### src/rtl/sac_pkg.sv
package sac_pkg;

  // fixed field widths
  localparam int ADDR_W       = 64;
  localparam int OP_W         = 2;
  localparam int HITS_W       = 2;
  localparam int CNT_W        = 32;
  localparam int SET_BITS_W   = 3;
  localparam int BLOCK_BITS_W = 6;
  localparam int WAYS_W       = 4;

  // configuration port
  localparam int PADDR_W = 4;
  localparam int PDATA_W = 32;

  // block offset never exceeds this
  localparam logic [BLOCK_BITS_W-1:0] BLOCK_CAP = BLOCK_BITS_W'(32);

  // register reset values
  localparam logic [SET_BITS_W-1:0]   SET_BITS_RST   = SET_BITS_W'(1);
  localparam logic [BLOCK_BITS_W-1:0] BLOCK_BITS_RST = BLOCK_BITS_W'(1);
  localparam logic [WAYS_W-1:0]       WAYS_RST       = WAYS_W'(1);

  typedef enum logic [OP_W-1:0] {
    OP_LOAD   = 2'd0,
    OP_STORE  = 2'd1,
    OP_MODIFY = 2'd2
  } op_t;

  typedef enum logic [1:0] {
    REG_SET_BITS   = 2'd0,
    REG_BLOCK_BITS = 2'd1,
    REG_WAYS       = 2'd2
  } reg_idx_t;

  typedef enum logic {
    BK_IDLE   = 1'b0,
    BK_LOOKUP = 1'b1
  } bk_state_t;

endpackage

### src/rtl/sac_if.sv
interface sac_acc_if;
  import sac_pkg::*;

  logic              valid;
  logic              ready;
  logic [OP_W-1:0]   op;
  logic [ADDR_W-1:0] address;

  modport source (output valid, output op, output address, input ready);
  modport sink   (input valid, input op, input address, output ready);
endinterface


### src/rtl/sac_front.sv
module sac_front #(
  parameter int MAX_SET_BITS = 6,
  parameter int ADDR_BITS    = 64
) (
  input  logic                             clk,
  input  logic                             rst,
  sac_acc_if.sink                          acc,
  input  logic [sac_pkg::SET_BITS_W-1:0]   set_bits,
  input  logic [sac_pkg::BLOCK_BITS_W-1:0] block_bits,
  output logic                             q_valid,
  input  logic                             q_pop,
  output logic [MAX_SET_BITS-1:0]          q_set,
  output logic [ADDR_BITS-3:0]             q_tag,
  output logic                             q_double
);
  import sac_pkg::*;

  localparam int TAG_W  = ADDR_BITS - 2;
  localparam int QDEPTH = 2;  // power of two, pointers wrap
  localparam int PTR_W  = $clog2(QDEPTH);
  localparam int QCNT_W = $clog2(QDEPTH + 1);
  localparam logic [SET_BITS_W-1:0] S_CAP =
    (MAX_SET_BITS > 7) ? SET_BITS_W'(7) : SET_BITS_W'(MAX_SET_BITS);

  logic [SET_BITS_W-1:0]   s_eff;
  logic [BLOCK_BITS_W-1:0] b_eff;
  logic [BLOCK_BITS_W:0]   sb;
  logic [ADDR_BITS-1:0]    a;
  logic [ADDR_BITS-1:0]    shifted;
  logic [ADDR_BITS-1:0]    tag_full;
  logic [MAX_SET_BITS-1:0] set_mask;
  logic [MAX_SET_BITS-1:0] new_set;
  logic [TAG_W-1:0]        new_tag;
  logic                    new_double;
  logic                    push;

  logic [MAX_SET_BITS-1:0] ent_set    [QDEPTH];
  logic [TAG_W-1:0]        ent_tag    [QDEPTH];
  logic                    ent_double [QDEPTH];
  logic [PTR_W-1:0]        wptr;
  logic [PTR_W-1:0]        rptr;
  logic [QCNT_W-1:0]       count;

  // split address into set index and tag with clamped geometry
  always_comb begin
    if (set_bits == '0) s_eff = SET_BITS_W'(1);
    else if (set_bits > S_CAP) s_eff = S_CAP;
    else s_eff = set_bits;
    if (block_bits == '0) b_eff = BLOCK_BITS_W'(1);
    else if (block_bits > BLOCK_CAP) b_eff = BLOCK_CAP;
    else b_eff = block_bits;
    sb         = {1'b0, b_eff} + (BLOCK_BITS_W + 1)'(s_eff);
    a          = acc.address[ADDR_BITS-1:0];
    shifted    = a >> b_eff;
    tag_full   = a >> sb;
    set_mask   = ~({MAX_SET_BITS{1'b1}} << s_eff);
    new_set    = shifted[MAX_SET_BITS-1:0] & set_mask;
    new_tag    = tag_full[TAG_W-1:0];
    new_double = (acc.op == OP_MODIFY);
  end

  assign acc.ready = (count != QCNT_W'(QDEPTH));
  assign push      = acc.valid && acc.ready;
  assign q_valid   = (count != '0);
  assign q_set     = ent_set[rptr];
  assign q_tag     = ent_tag[rptr];
  assign q_double  = ent_double[rptr];

  always_ff @(posedge clk) begin
    if (rst) begin
      wptr  <= '0;
      rptr  <= '0;
      count <= '0;
    end else begin
      if (push) wptr <= wptr + 1'b1;
      if (q_pop) rptr <= rptr + 1'b1;
      if (push && !q_pop) count <= count + 1'b1;
      else if (!push && q_pop) count <= count - 1'b1;
    end
  end

  always_ff @(posedge clk) begin
    if (push) begin
      ent_set[wptr]    <= new_set;
      ent_tag[wptr]    <= new_tag;
      ent_double[wptr] <= new_double;
    end
  end

endmodule

### src/flat_wrapper.sv
// flat-port wrapper written by rule: the top's interface ports become plain ports
module sac_front_flat import sac_pkg::*;
#(
  parameter int MAX_SET_BITS = 6,
  parameter int ADDR_BITS    = 64
)
  (clk, rst, set_bits, block_bits, q_valid, q_pop, q_set, q_tag, q_double, acc_valid, acc_op, acc_address, acc_ready);
  sac_acc_if acc_i ();
  input  logic clk;
  input  logic rst;
  input  logic [sac_pkg::SET_BITS_W-1:0] set_bits;
  input  logic [sac_pkg::BLOCK_BITS_W-1:0] block_bits;
  output logic q_valid;
  input  logic q_pop;
  output logic [MAX_SET_BITS-1:0] q_set;
  output logic [ADDR_BITS-3:0] q_tag;
  output logic q_double;
  input wire logic [$bits(acc_i.valid)-1:0] acc_valid;
  input wire logic [$bits(acc_i.op)-1:0] acc_op;
  input wire logic [$bits(acc_i.address)-1:0] acc_address;
  output wire logic [$bits(acc_i.ready)-1:0] acc_ready;
  assign acc_i.valid = acc_valid;
  assign acc_i.op = acc_op;
  assign acc_i.address = acc_address;
  assign acc_ready = acc_i.ready;
  sac_front #(.MAX_SET_BITS(MAX_SET_BITS), .ADDR_BITS(ADDR_BITS)) u_core (.clk(clk), .rst(rst), .acc(acc_i), .set_bits(set_bits), .block_bits(block_bits), .q_valid(q_valid), .q_pop(q_pop), .q_set(q_set), .q_tag(q_tag), .q_double(q_double));
endmodule
### config.mk
export PLATFORM = sky130hd
export DESIGN_NAME = sac_front_flat
export DESIGN_NICKNAME = d
export VERILOG_FILES = /design/src/rtl/sac_pkg.sv /design/src/rtl/sac_if.sv /design/src/rtl/sac_front.sv /design/src/flat_wrapper.sv
export SDC_FILE = /design/constraint.sdc
export NUM_CORES = 1
export LEC_CHECK = 0
export ABC_AREA = 0
export BUFFER_PORTS_ARGS = -buffer_cell sky130_fd_sc_hd__buf_2
export CAP_MARGIN = 5
export CORE_ASPECT_RATIO = 0.6
export CORE_MARGIN = 4
export CORE_UTILIZATION = 54
export CTS_BUF_LIST = sky130_fd_sc_hd__clkbuf_16
export CTS_CLUSTER_SIZE = 40
export DETAILED_ROUTE_END_ITERATION = 6
export GPL_TIMING_DRIVEN = 0
export PLACE_DENSITY = 0.79
export SYNTH_ARGS = -nofsm -noshare
export SYNTH_HDL_FRONTEND = slang
export SYNTH_SLANG_ARGS = --single-unit
export TNS_END_PERCENT = 20
### constraint.sdc
create_clock -name clk -period 4.8 [get_ports clk]
set_clock_uncertainty 0.2 [all_clocks]
set_input_delay 1.2 -clock clk [delete_from_list [all_inputs] [get_ports clk]]
set_output_delay 1.2 -clock clk [all_outputs]
set_load 0.005 [all_outputs]
==> run summary, run 1 <==
CTS buffer count = 17
First DRT Iteration DRCs = 1,621
#FFs+latches synth = 143
crit path cell chain = buf_4 -> nor4_4 -> o21ai_4 -> inv_2 -> buf_6 -> ha_2 -> buf_6 -> clkbuf_4 -> mux4_1 -> mux4_2 -> o22ai_1 -> a311oi_1
worst path bufs/invs = 5
number of port buffers = 148
die area = 22,800 um2
Layout fillers = 1,509
vias = 9,390
Flop pwr share = 33.7%
Multi-input gate area = 6430 um2
share of layout cells above drive strength 1 = 44.8%
final hold vios = 0
clock root cell = clkbuf_16
top cells by area, synth = edfxtp_1, mux4_2, mux2_2, mux2i_1, mux4_1
Syn Std Cell Area = 11,000 um2
VDD IR max = 0.231 mV
clock share of power = 24.8%
syn_nets = 922
outcome = finished clean
CP max FO = 10
Synth top cells by count = edfxtp_1, mux4_2, mux2_2
Leakage = 4.63 nW
most numerous cell in the Yosys netlist = edfxtp_1
Worst-Margin Slew = 1120 ps
Crit path top cell by count = buf_6
Synthesis Warnings = 0
fin crit period = 4780 ps
Crit-path slowest cell = mux4_1
Reg clk slew, reported paths = 60 ps
pre-CTS setup slack = -1090 ps
die extent in x = 192 um
fin worst setup slack = 24.1 ps
routed wire length = 37,500 um
dominant synthesized flop cell = edfxtp_1
P_int = 3.26 mW
Synth top area share = 37.7%
number of flops mapped to enable cells by yosys = 138
Sw Ratio = 35.1%
Pwr Density = 389 nW/um2
Req. time, crit path = 4700 ps
final setup violation count = 0
sw power = 1.77 mW
relative slew slack = 24.3%
H-tree Lvls = 4
GPL Wtd Cong = 1.11
row count = 40
startpoint types = input port
Vert. Die Dim = 119 um
Cell Count, Final, Fillers Out = 1,299
vias per cell = 7.23
drt first pass iters = 7
async set-reset flop share out of synthesis = 0%
Synth area leader = edfxtp_1
Final #Nets = 1,096
post-DP HPWL = 28,800 um
Max stage delay on crit path = 710 ps
Clock Tree Buf Depth = 2
Routed Antenna Nets = 0
drt wl/cell = 28.8 um
num ports = 150
Synth Area per Inst = 13.1 um2
Placed Area = 12,200 um2
vias in the first global route = 8,690
Worst Setup End Kind = flip-flop
Logic pwr share = 41.4%
worst endpoint data arrival time = 4680 ps
CTS Sinks = 143
Reg area = 4240 um2
Core Area = 20,000 um2
gr ovfl total = 0
CTS tree = done
Cells after Synth = 839
Crit Path Class = input port to flip-flop
Peak Freq = 209 MHz
global-route wire length before repair = 54,900 um
final slew viol count = 0
initial antenna violation count = 1
Final Cycle Share = 99.5%
design area = 12,900 um2
Max Cap Violations = 0
placed cell count = 1,263
RSZ-0062 raised after global routing = no
largest net degree at the start of global routing = 57
Tightest Hold Check Type = flip-flop to flip-flop
Seq/Total Area, Yosys = 38.6%
initial core utilization = 54.9%
ANT cells = 0
Distinct cells, synth = 73
DRC viols = 0
Top delay family on crit path = multiplexers
Tot GR Track Use = 32.4%
Layout area overhead = 17.6%
clk_lat worst skew = 410 ps
## routing by layer
metal	vias to the layer above	global-route usage (%)	wire length, um
li1	3811	-	-
met3	78	16.9	7040
met5	-	4.30	126
met2	885	40.6	14400
met4	6	4.67	585
met1	4610	50.4	15300
## final timing paths
check | start | end | slack [ps] | depth (start not counted)
max | block_bits[1] | u_core.ent_tag[0][7] | 20 | 12
min | u_core.count[1] | u_core.count[1] | 320 | 2
max reg2reg | u_core.count[0] | u_core.ent_tag[0][37] | 2670 | 5
min reg2reg | u_core.count[1] | u_core.count[1] | 320 | 2
## power groups by stage
stage | registers [mW] | clock network (mW) | logic [mW]
2_1_floorplan | 1.71 | 0 | 1.24
3_3_place_gp | 1.72 | 0 | 1.90
3_5_place_dp | 1.72 | 0 | 1.93
4_1_cts | 1.70 | 1.27 | 1.96
5_1_grt | 1.71 | 1.33 | 2.16
6_report | 1.70 | 1.25 | 2.08
## cells in the final DEF, fill, tap and decap left out, types with 19 or more instances in the layout
| master | n |
|---|---|
| buf_2 | 167 |
| edfxtp_1 | 138 |
| mux4_2 | 109 |
| mux2_2 | 74 |
| nor2_1 | 50 |
| mux2i_1 | 49 |
| a21oi_1 | 42 |
| nand2_1 | 39 |
| nand3_1 | 26 |
| clkbuf_1 | 22 |
| o22ai_1 | 21 |
| o21ai_0 | 20 |
| clkbuf_16 | 19 |
## area by class of cell
cell class,instances,area share [%]
buffer,76,3.46
clock inverter,13,0.803
timing repair buffer,155,6.48
tap,273,2.64
multi-input combinational,607,49.7
clock buffer,19,3.68
inverter,13,0.377
sequential,143,32.8
## tightest hold or removal path: stages, from the launching register on
cell     delay (ps)
dfxtp_1         340
o21ai_0          80
a21oi_1          60
## through the flow
step           util (%)  total power, mW  hold slack, ps  setup TNS (ps)
2_1_floorplan         -             2.95             261            -487
3_3_place_gp       60.3             3.62             282         -101540
3_5_place_dp       60.7             3.65             311          -98810
4_1_cts            64.1             4.93             328               0
5_1_grt            64.6             5.20             345               0
6_report           64.6             5.03             324               0
## flip-flops by register name, summed over array words and instances (netlist names), named ones only
signal	cells
u_core.count	2
u_core.wptr	1
u_core.ent_double	2
u_core.ent_tag	124
u_core.ent_set	12
u_core.rptr	1
## timing repair
action / in CTS / in global routing
gates resized for setup: 20 / 34
hold buffers: 0 / 0
pin swaps: 3 / 1
setup endpoints to repair: 108 / 108
buffers inserted: 4 / 0
## kinds of logic after synthesis
logic type                 synth area share, %
and+or+nand+nor                           8.39
xor gates and xnor gates                 0.888
AOI/OAI and AO/OA                         10.4
muxes                                     36.9
adders and majority gates                0.546
buffers and inverters                     4.26
DFF                                       38.6
Power figures use the tool's default switching activity.
==> inputs of run 2 (changes only) <==
--- a/config.mk
+++ b/config.mk
@@ -8,8 +8,8 @@
 export ABC_AREA = 0
 export BUFFER_PORTS_ARGS = -buffer_cell sky130_fd_sc_hd__buf_2
 export CAP_MARGIN = 5
-export CORE_ASPECT_RATIO = 0.6
-export CORE_MARGIN = 4
+export CORE_ASPECT_RATIO = 1.1
+export CORE_MARGIN = 8
 export CORE_UTILIZATION = 54
 export CTS_BUF_LIST = sky130_fd_sc_hd__clkbuf_16
 export CTS_CLUSTER_SIZE = 40
==> run 2 against run 1 <==
  * Highest routed layer is now met4
  * Critical path depth stayed put
  * Die area is 11% higher
  * Via count is 2.2% lower
  * Critical path type unchanged
  * Global-route usage is 4.1 points lower
==> run summary, run 2 (same netlist as run 1, synthesis figures left out) <==
outcome = finished clean
CTS buffer count = 17 (unchanged)
relative slew slack = 37.3% (+13 points)
ANT cells = 0 (unchanged)
final hold vios = 0 (unchanged)
Final #Nets = 1,101 (+0.46%)
setup TNS = 0 ps (unchanged)
CP max FO = 10 (unchanged)
Leakage = 4.70 nW (+1.5%)
startpoint types = input port
num ports = 150 (unchanged)
global-route wire length before repair = 55,000 um (about the same)
Worst Setup End Kind = flip-flop
Core Area = 19,900 um2 (-0.44%)
number of flip-flops in the largest register = 124 (unchanged)
CTS tree = done
VDD IR max = 0.157 mV (-32%)
Layout area overhead = 17.3%
First DRT Iteration DRCs = 1,171 (-28%)
worst endpoint data arrival time = 4640 ps (-40 ps)
clk_lat worst skew = 410 ps (about the same)
Crit-path slowest cell = mux4_2
Vert. Die Dim = 166 um (+40%)
Pwr Density = 390 nW/um2 (+0.20%)
vias per cell = 7.16 (-0.89%)
largest net degree at the start of global routing = 53 (-7.0%)
CTS Sinks = 143 (unchanged)
vias in the first global route = 9,097 (+4.7%)
share of layout cells above drive strength 1 = 43.1% (-1.7 points)
placed cell count = 1,242 (-1.7%)
die extent in x = 152 um (-21%)
most common library cell in the layout ignoring fill and taps = buf_2
gr ovfl total = 0 (unchanged)
DRC viols = 0 (unchanged)
number of port buffers = 148 (unchanged)
initial core utilization = 55.2% (+0.24 points)
drt wl/cell = 28.3 um (-1.8%)
RSZ-0062 raised after global routing = no
Top Registers = u_core.ent_tag: 124 flops, u_core.ent_set: 12 flops
fin crit period = 4690 ps (-83.0 ps)
H-tree Lvls = 4 (unchanged)
Tightest Hold Check Type = flip-flop to flip-flop
die area = 25,200 um2 (+11%)
Final Cycle Share = 97.8% (-1.7 points)
Top reg by flops = u_core.ent_tag
routed wire length = 36,300 um (-3.1%)
clock root cell = clkbuf_16
Peak Freq = 213 MHz (+1.8%)
GPL Wtd Cong = 1.06 (-4.7%)
Routed Antenna Nets = 0 (unchanged)
Crit Path Class = input port to flip-flop
Max stage delay on crit path = 590 ps (-120 ps)
drt first pass iters = 6 (-1)
crit path cell chain = buf_4 -> nor4_4 -> o21ai_4 -> inv_2 -> buf_6 -> ha_1 -> ha_2 -> clkbuf_4 -> buf_2 -> mux4_1 -> mux4_2 -> a221o_1
vias = 9,185 (-2.2%)
Max Cap Violations = 0 (unchanged)
final core utilization = 64.7% (+0.15 points)
Tot GR Track Use = 28.3% (-4.1 points)
post-DP HPWL = 28,200 um (-1.8%)
most frequent cells in the layout = buf_2, edfxtp_1, mux4_2
Clock Tree Buf Depth = 2 (unchanged)
Cell Count, Final, Fillers Out = 1,282 (-1.3%)
initial antenna violation count = 0 (-1)
Req. time, crit path = 4740 ps (+40 ps)
final setup violation count = 0 (unchanged)
Reg clk slew, reported paths = 50 ps (about the same)
final slew viol count = 0 (unchanged)
Layout fillers = 1,473 (-2.4%)
row count = 54 (+35%)
Worst-Margin Slew = 929 ps (-193 ps)
==> run 2: cell types whose count changed in the layout (fill, tap and decap cells not counted), sizes merged <==
cell      delta
clkinv       +2
xor2         +1
inv          -3
bufinv       +4
clkinvlp     -2
buf          +2
==> run 2: critical path: cells and delay by family <==
family	cells	cell delay [ps]
AO/OA/AOI/OAI	2	540
adder cells (fa/ha/maj)	2	530
buffers and inverters	5	1000
multiplexers	2	1010
AND/OR/NAND/NOR	1	350
==> run 2: worst paths after layout <==
check	from	end	slack [ps]	cells after the start
worst max-delay path	block_bits[1]	u_core.ent_tag[0][17]	110	12
worst min-delay path	u_core.count[1]	u_core.count[1]	300	2
worst max register to register	u_core.count[0]	u_core.ent_tag[0][6]	2610	5
worst min register to register	u_core.count[1]	u_core.count[1]	300	2
==> run 2: timing repair <==
action | in CTS | in global routing
setup buffers | 1 | 8
cloned | 0 | 1
gates resized for setup | 11 | 21
setup endpoints to repair | 112 | 108
pin swaps | 2 | 2
hold buffers | 0 | 0
==> run 2: layer usage <==
metal	wire, um	up-vias	share of wire [%]	global-route usage [%]
li1	-	3838	-	-
met2	16700	749	46	44.9
met5	0	-	0	0
met4	1380	0	3.8	10.4
met1	13600	4494	37	35.5
met3	4630	104	13	9.63
==> run 2: final cells by class <==
class | count | area (um2) | area share, %
buffer | 75 | 444 | 3.44
clock buffer | 17 | 425 | 3.30
clock inverter | 14 | 176 | 1.37
inverter | 13 | 48.8 | 0.378
multi-input combinational | 608 | 6360 | 49.3
sequential | 143 | 4240 | 32.9
tap | 252 | 315 | 2.44
timing repair buffer | 160 | 883 | 6.85
==> run 2: metrics by stage <==
step	area, um2	total power [mW]	hold WS, ps	setup WS (ps)
finish	12900	5.03	302	107
global route	12900	5.20	386	4.64
CTS	12800	4.97	315	10.1
detailed placement	12100	3.64	310	-1030
global placement	12100	3.59	282	-980
floorplan	11000	2.95	261	-64.9
==> run 2: where the power goes <==
part           switching, mW  leakage, nW  internal [mW]
registers             0.0481         1.35           1.65
clock network          0.474        0.298          0.857
logic                   1.13         3.05          0.875
